**config.mk**
```make
export PLATFORM = sky130hd
export DESIGN_NAME = sstc_ctrl
export DESIGN_NICKNAME = d
export VERILOG_FILES = /design/src/design/sstc_pkg.sv /design/src/design/sstc_ctrl.sv
export SDC_FILE = /design/constraint.sdc
export NUM_CORES = 1
export LEC_CHECK = 0
export BUFFER_PORTS_ARGS = -buffer_cell sky130_fd_sc_hd__buf_2
export CORE_AREA = 2 2 39 41
export CTS_CLUSTER_SIZE = 12
export DETAILED_ROUTE_END_ITERATION = 6
export DIE_AREA = 0 0 41 43
export HOLD_SLACK_MARGIN = 0.06
export PLACE_DENSITY_LB_ADDON = 0.3
export SLEW_MARGIN = 20
export SYNTH_ARGS = -nofsm -noshare
export SYNTH_HDL_FRONTEND = slang
export SYNTH_SLANG_ARGS = --single-unit
```
**constraint.sdc**
```tcl
create_clock -name clk -period 1.4 [get_ports clk]
set_input_delay 0.07 -clock clk [delete_from_list [all_inputs] [get_ports clk]]
set_output_delay 0.07 -clock clk [all_outputs]
set_load 0.02 [all_outputs]
```
**src/design/sstc_pkg.sv**
```systemverilog
// Shared constants, register indexes and controller/datapath interface types.
`default_nettype none

package sstc_pkg;

    localparam int SIZE_W          = 6;
    localparam int THR_W           = 40;
    localparam int COUNT_W         = 64;
    localparam int CFG_IDX_W       = 2;
    localparam int MAX_VALUES_DEF  = 64;
    localparam int VALUE_WIDTH_DEF = 32;

    localparam logic [CFG_IDX_W-1:0] CFG_GROUP1    = 2'd0;
    localparam logic [CFG_IDX_W-1:0] CFG_GROUP2    = 2'd1;
    localparam logic [CFG_IDX_W-1:0] CFG_THRESHOLD = 2'd2;
    localparam logic [CFG_IDX_W-1:0] CFG_PRUNING   = 2'd3;

    typedef struct packed {
        logic load;
        logic init;
        logic eval;
        logic leaf_step;
        logic descend;
        logic pop;
        logic restore;
        logic emit_count;
        logic emit_zero;
        logic emit_err;
    } sstc_cmd_t;

    typedef struct packed {
        logic load_err;
        logic load_empty;
        logic load_last;
        logic n1_zero;
        logic out_of_range;
        logic lv_one;
        logic is_leaf;
        logic leaf_hit;
        logic cut;
    } sstc_status_t;

endpackage

`default_nettype wire

```
**src/design/sstc_ctrl.sv**
```systemverilog
// Controller state machine for load and depth-first subset search.
`default_nettype none

module sstc_ctrl (
    input  wire logic                  clk,
    input  wire logic                  rst_n,
    input  wire logic                  start,
    input  wire sstc_pkg::sstc_status_t status,
    output sstc_pkg::sstc_cmd_t        cmd,
    output logic                       busy
);
    import sstc_pkg::*;

    typedef enum logic [2:0] {
        S_IDLE,
        S_FETCH,
        S_EVAL,
        S_DECIDE,
        S_POP
    } state_t;

    state_t state_reg, state_next;
    logic   busy_reg;
    logic   accept;

    assign accept = start && !busy_reg;
    assign busy   = busy_reg;

    always_comb
    begin
        cmd        = '0;
        state_next = state_reg;
        unique case (state_reg)
            S_IDLE:
            begin
                if (accept)
                begin
                    cmd.load = 1'b1;
                    if (status.load_err)
                    begin
                        cmd.emit_err = 1'b1;
                    end
                    else if (status.load_empty)
                    begin
                        cmd.emit_zero = 1'b1;
                    end
                    else if (status.load_last)
                    begin
                        if (status.n1_zero)
                        begin
                            cmd.emit_zero = 1'b1;
                        end
                        else
                        begin
                            cmd.init   = 1'b1;
                            state_next = S_FETCH;
                        end
                    end
                end
            end
            S_FETCH:
            begin
                if (status.out_of_range)
                begin
                    if (status.lv_one)
                    begin
                        cmd.emit_count = 1'b1;
                        state_next     = S_IDLE;
                    end
                    else
                    begin
                        cmd.pop    = 1'b1;
                        state_next = S_POP;
                    end
                end
                else
                begin
                    state_next = S_EVAL;
                end
            end
            S_EVAL:
            begin
                cmd.eval   = 1'b1;
                state_next = S_DECIDE;
            end
            S_DECIDE:
            begin
                if (status.is_leaf)
                begin
                    cmd.leaf_step = 1'b1;
                    state_next    = S_FETCH;
                end
                else if (status.cut)
                begin
                    if (status.lv_one)
                    begin
                        cmd.emit_count = 1'b1;
                        state_next     = S_IDLE;
                    end
                    else
                    begin
                        cmd.pop    = 1'b1;
                        state_next = S_POP;
                    end
                end
                else
                begin
                    cmd.descend = 1'b1;
                    state_next  = S_FETCH;
                end
            end
            S_POP:
            begin
                cmd.restore = 1'b1;
                state_next  = S_FETCH;
            end
            default:
            begin
                state_next = S_IDLE;
            end
        endcase
    end

    always_ff @(posedge clk or negedge rst_n)
    begin
        if (!rst_n)
        begin
            state_reg <= S_IDLE;
            busy_reg  <= 1'b0;
        end
        else
        begin
            state_reg <= state_next;
            busy_reg  <= (state_next != S_IDLE);
        end
    end

endmodule

`default_nettype wire

```
==> After elaboration in Yosys (flattened, before gate mapping) <==
Cells that the tools add are included.
{ "classes": {"n_reduce_logical": 4, "n_eq_ne": 4, "mux": 38} }
{ "op_table": {"columns": ["operator", "count"], "rows": [
  ["3-bit two-way mux", 9],
  ["1-bit two-way mux", 20],
  ["3-bit one-hot mux with 5 select lines", 1],
  ["2-bit two-way mux", 6],
  ["3-bit by 2-bit equality test with 1-bit output (second input constant)", 2],
  ["1-bit one-hot mux with 2 select lines", 2],
  ["3-bit by 1-bit equality test with 1-bit output (second input constant)", 1],
  ["3-bit equality test (second input constant)", 1],
  ["3-bit zero test", 1],
  ["3-bit nonzero test", 1],
  ["1-bit logical AND", 1],
  ["1-bit zero test", 1]
]} }
{ "word_totals": {"inputBits": 12, "regBits": 4, "wordCells": 48} }

==> Depth between registers and ports, before layout <==
Gate-level depths: netlist (run 1).
{ "depth": {"word_depth": 7, "depth_mapped": 3} }

==> Worst setup path after synthesis (run 1) <==
No wires, ideal clock.
{ "synth_path": {"path_kind": "reg2out", "start": "register state_reg[2]", "end": "output port cmd[5] (netlist bit)", "t_arrival_ps": 1312, "path_stages_with_launch": 3, "required_ps": 1330, "setup_slack_ps": 18, "path_cell_list": "dfrtp_1 > nand2b_1 > nor4b_1"} }
{ "synth_rtl": {"columns": ["element", "line", "rtl"], "rows": [
  ["from (decl)", "sstc_ctrl.sv:22", "state_t state_reg, state_next;"],
  ["from (signal assigned)", "sstc_ctrl.sv:133", "state_reg <= state_next;"],
  ["to (decl)", "sstc_ctrl.sv:9", "output sstc_pkg::sstc_cmd_t cmd,"]
]} }

==> flow_metrics.tcl, run 1 <==
set metrics [dict create \
    cp_slowest_cell "dfrtp_2" \
    hold_class "input pin to asynchronous set/reset pin" \
    fin_crit_sh 1.02 \
    p_leak_uw 0.000309 \
    wl_um 795 \
    vias_per_cell 4.56 \
    finalSetupViolCount 1 \
    p_sw_uw 354 \
    synth_top_cells_by_area "dfrtp_1, nor2b_1, nor4b_1" \
    core_region_area_mm2 0.00138 \
    pin_count 23 \
    drc 0 \
    cts_htree_levels 1 \
    ant_nets 0 \
    antenna_found_initial 0 \
    irDropWorstVdd_uv 859 \
    final_cell_mix "buf_2, buf_4, inv_1" \
    dp_hpwl_um 596 \
    path_clk_slew_ns 0.04 \
    power_density_mw_per_mm2 1640 \
    cp.required_ns 1.33 \
    seq_power_share 0.268 \
    outcome "complete, but fails checks" \
    netlist_instances 35 \
    p_int_uw 518 \
    grt_overflow 0 \
    clk_path_buf_depth 2 \
    seq_area_frac_synth 0.338 \
    startpoint_type "register" \
    insertedDiodeCount 0 \
    ys_types 21 \
    filler_cell_count 156 \
    ys_ff_latch 4 \
    relSlewSlack 0.822 \
    cp_cell_sequence "and3b_1 > or2_1 > and4b_1 > buf_6" \
    track_usage 0.106 \
    clock_latency_ns 0.23 \
    fmax_mhz 699 \
    cts_sinks 4 \
    die_area_mm2 0.00176 \
    drt-initial-drc-count 4 \
    postSynthAreaPerCell_um2 8.47 \
    syn_area_um2 297 \
    dp_cells 72 \
    grt_max_degree 10 \
    crit_path_end_kind "output port" \
    fp-row-count 14 \
    multiInputGateArea_um2 201 \
    ff_latch_area_um2 104 \
    slew_viol_final 0 \
    hold_slack_ns 0.169 \
    yosys.area.top_type_share 0.338 \
    nets 80 \
    mostFrequentLayoutCell "buf_2" \
    hold_viol 0 \
    switching_share 0.406 \
    cts_tree "yes" \
    grt_pass1_wl_mm 1.22 \
    synth_nets 47 \
    dp_worst_setup_slack_ns 0.149 \
    ys_warn_count 0 \
    pwr-share-comb 0.575 \
    critPathArrivalTime_ns 1.36 \
    crit_fanout 6 \
    critPathMaxStageDelay_ns 0.44 \
    initial_core_util 0.214 \
    gp_congestion 0.675 \
    violations "negative setup slack" \
    synth_top_area_cell "dfrtp_1" \
    root_buffer "clkbuf_4" \
    drt-pass1-iter-count 4 \
    fin_cells 82 \
    fin_skew_ns 0.00242 \
    finalCriticalPeriod_ns 1.43 \
    largest_reg_flops 3 \
    numPortBuffers 21 \
    fin_ws_ns -0.0300 \
    cts_buffers 3 \
    drive_gt1_frac 0.576 \
    fp.dieW_um 41 \
    grt_pass1_vias 307 \
    worst_slew_pin_slew_ns 0.263 \
    num_vias 374 \
    critPathKind "register to output port" \
    clock_power_share 0.158 \
    die_h_um 43 \
    rsz0062_at_grt "true" \
    drv_cap 0 \
    wl_per_cell_um 9.70 \
    synthToLayoutAreaGrowth_pct 79.3 \
    finalPower_uw 872 \
]
-- path summary, 6_finish.rpt --
path                                   start           end  slack (ns)  cells past startpoint
worst max-delay path            state_reg[1]        cmd[2]       -0.03                      4
worst min-delay path                   rst_n          busy        0.17                      2
worst max register to register  state_reg[1]          busy        0.20                      4
worst min register to register          busy  state_reg[0]        0.69                      3
max in group asynchronous              rst_n  state_reg[1]        1.10                      2
min in group clk                       start  state_reg[0]        0.19                      3
-- what timing repair did --
action / 4_1_cts / 5_1_grt
hold buffers: 1 / 0
endpoints found under the hold margin: 4 / 0
resized for setup: 9 / 2
pin swaps: 3 / 3
setup endpoints to repair: 4 / 5
setup buffers: 1 / 5
-- logic make-up after synthesis --
| group | share of synthesized area |
|---|---|
| compound gates | 0.0928 |
| buf+inv | 0.0506 |
| flops | 0.338 |
| simple gates | 0.519 |
-- critical path: cells and delay by family (launching register included) --
| family | cells | cell delay [ns] |
|---|---|---|
| buf+inv | 1 | 0.13 |
| simple gates | 3 | 0.56 |
| flops | 1 | 0.44 |
-- cells in the mapped netlist --
library cell  instances
nand2_1               1
and3_1                2
nor2_1                3
or2_1                 1
o211ai_1              1
and2_1                2
nor3b_2               1
nand2b_1              1
nor2_2                1
nor4b_1               2
inv_1                 4
a21oi_1               1
nand3b_1              1
a22oi_1               1
nand4_1               2
dfrtp_1               4
nor3b_1               1
and4b_1               1
nor2b_1               3
o21bai_1              1
and3b_1               1
-- final cells by class --
cell class | instances | share of cell area
sequential | 4 | 0.195
tap | 16 | 0.0376
multi-input combinational | 27 | 0.379
timing repair buffer | 28 | 0.318
inverter | 4 | 0.0282
clock buffer | 3 | 0.0424
-- routing by layer --
metal	share of wire	vias up	track usage	wire length, µm
met3	0.081	0	0.0471	64
met1	0.42	168	0.123	335
li1	-	193	-	-
met2	0.50	13	0.153	396
met5	0	-	0	0
met4	0	0	0.0600	0
-- power by group through the flow --
stage | Clock [µW] | Sequential (µW) | Combinational (µW)
global route | 159 | 240 | 564
detailed placement | 0 | 234 | 357
CTS | 145 | 248 | 406
global placement | 0 | 230 | 352
floorplan | 0 | 233 | 232
finish | 138 | 233 | 501
-- per-stage QoR --
stage	area, µm²	setup TNS, ns	utilization
detailed placement	422	0	0.305
CTS	487	-0.0829	0.352
floorplan	297	0	-
finish	532	-0.0300	0.384
global route	532	-0.182	0.384
global placement	422	0	0.305
(Power assumes the default switching activity.)
==> run 2, diff against run 1 <==
--- a/config.mk
+++ b/config.mk
@@ -5,12 +5,13 @@
 export SDC_FILE = /design/constraint.sdc
 export NUM_CORES = 1
 export LEC_CHECK = 0
-export BUFFER_PORTS_ARGS = -buffer_cell sky130_fd_sc_hd__buf_2
+export BUFFER_PORTS_ARGS = -buffer_cell sky130_fd_sc_hd__buf_4
 export CORE_AREA = 2 2 39 41
 export CTS_CLUSTER_SIZE = 12
 export DETAILED_ROUTE_END_ITERATION = 6
 export DIE_AREA = 0 0 41 43
 export HOLD_SLACK_MARGIN = 0.06
+export MAX_ROUTING_LAYER = met4
 export PLACE_DENSITY_LB_ADDON = 0.3
 export SLEW_MARGIN = 20
 export SYNTH_ARGS = -nofsm -noshare
==> run 2 against run 1 <==
Against the previous run:
- the flow still finishes with violations (negative setup slack)
- sequential power is 6% lower
- via count is 3.5% lower
- setup slack worse by 0.019 ns
- final area is 6.8% higher
- fmax is 1.3% lower
- global-route usage is 0.56 points higher
- die area stayed put
==> flow_metrics.tcl, run 2 (same netlist as run 1, synthesis figures left out) <==
set metrics [dict create \
    outcome "complete, but fails checks" \
    violations "negative setup slack" \
    fp-row-count 14 \
    dp_worst_setup_slack_ns 0.164 \
    num_vias 361 \
    crit_fanout 6 \
    wl_per_cell_um 10.7 \
    pin_count 23 \
    fin_ws_ns -0.0488 \
    drc 0 \
    slew_viol_final 0 \
    die_h_um 43 \
    cp_slowest_cell "dfrtp_2" \
    largest_reg_flops 3 \
    dpl-instance-area_um2 474 \
    grt_max_degree 9 \
    fin_skew_ns 0.00729 \
    finalPower_uw 887 \
    rsz0062_at_grt "true" \
    finalSetupViolCount 1 \
    wl_um 866 \
    track_usage 0.111 \
    cp.required_ns 1.33 \
    gp_congestion 0.643 \
    hold_class "input pin to asynchronous set/reset pin" \
    synthToLayoutAreaGrowth_pct 91.6 \
    cts_sinks 4 \
    power_density_mw_per_mm2 1560 \
    rrSetupSlack_ns 0.18 \
    final_cell_mix "buf_4, inv_1, nor2_1, clkbuf_4, dfrtp_2" \
    drive_gt1_frac 0.554 \
    cp_cell_sequence "and3b_1 > or2_1 > and4b_1 > buf_6" \
    insertedDiodeCount 0 \
    path_clk_slew_ns 0.04 \
    finalCriticalPeriod_ns 1.45 \
    cts_tree "yes" \
    irDropWorstVdd_uv 618 \
    ant_nets 0 \
    critPathKind "register to output port" \
    clock_latency_ns 0.24 \
    numPortBuffers 21 \
    critPathMaxStageDelay_ns 0.44 \
    startpoint_type "register" \
    die_area_mm2 0.00176 \
    grt_pass1_vias 347 \
    vias_per_cell 4.46 \
    relSlewSlack 0.805 \
    dp_hpwl_um 629 \
    core_region_area_mm2 0.00138 \
    p_leak_uw 0.000314 \
    grt_overflow 0 \
    initial_core_util 0.214 \
    worst_slew_pin_slew_ns 0.288 \
    fmax_mhz 690 \
    drv_cap 0 \
    fin_crit_sh 1.03 \
    cts_buffers 3 \
    antenna_found_initial 0 \
    hold_viol 0 \
    critPathBufInv 1 \
    fp.dieW_um 41 \
    cts_htree_levels 1 \
    grt_pass1_wl_mm 1.26 \
    fin_area_um2 568 \
    crit_path_end_kind "output port" \
    clk_path_buf_depth 2 \
    drt-pass1-iter-count 2 \
    root_buffer "clkbuf_4" \
    mostFrequentLayoutCell "buf_4" \
    critPathArrivalTime_ns 1.38 \
    path_delay_family "simple AND/OR/NAND/NOR gates" \
    drt-initial-drc-count 5 \
    nets 79 \
]
run 2: worst reg2reg max path, stage by stage (launching register included):
cell	delay, ns
dfrtp_2	0.44
and3b_1	0.19
o211ai_1	0.22
buf_4	0.15
nand4_1	0.08
run 2: area by class of cell:
type / count / area, µm²
Clock buffer: 3 / 22.5
Fill cell: 145 / 816
Inverter: 4 / 15.0
Multi-Input combinational cell: 27 / 194
Sequential cell: 4 / 104
Tap cell: 16 / 20.0
Timing Repair Buffer: 27 / 213
run 2: where the power goes:
group | leakage [µW] | switching (µW) | internal [µW]
combinational | 0.000253 | 254 | 266
sequential | 0.0000471 | 49.6 | 168
clock | 0.0000138 | 53.2 | 96.3
total | 0.000314 | 357 | 531
run 2: per-layer routing:
layer,vias to the layer above,GRT usage,wire length (µm),share of wire
li1,186,-,-,-
met1,162,0.110,324,0.37
met2,13,0.181,451,0.52
met3,0,0.0209,90,0.10
met4,0,0.0800,0,0
met5,-,-,0,0
run 2: stage by stage:
step | hold slack, ns | TNS [ns] | instances | util
after floorplan | -0.226 | 0 | 35 | -
after global placement | -0.132 | 0 | 72 | 0.343
after detailed placement | -0.132 | 0 | 72 | 0.343
after CTS | 0.154 | -0.0965 | 80 | 0.403
after global routing | 0.174 | -0.210 | 81 | 0.410
final | 0.160 | -0.0488 | 81 | 0.410
run 2: worst paths after layout:
path	end	cells past startpoint	startpoint
worst max-delay path	cmd[2]	4	state_reg[1]
worst min-delay path	state_reg[1]	2	rst_n
worst max register to register	busy	4	state_reg[1]
worst min register to register	state_reg[0]	3	busy
max in group asynchronous	state_reg[0]	2	rst_n
min in group clk	state_reg[0]	3	start
run 2: timing repair:
| item | CTS | global route |
|---|---|---|
| pin swaps | 3 | 1 |
| endpoints found under the setup margin | 5 | 5 |
| buffers inserted | 4 | 1 |
| resized for setup | 7 | 1 |
| hold endpoints to repair | 4 | 0 |
| hold buffers | 1 | 0 |
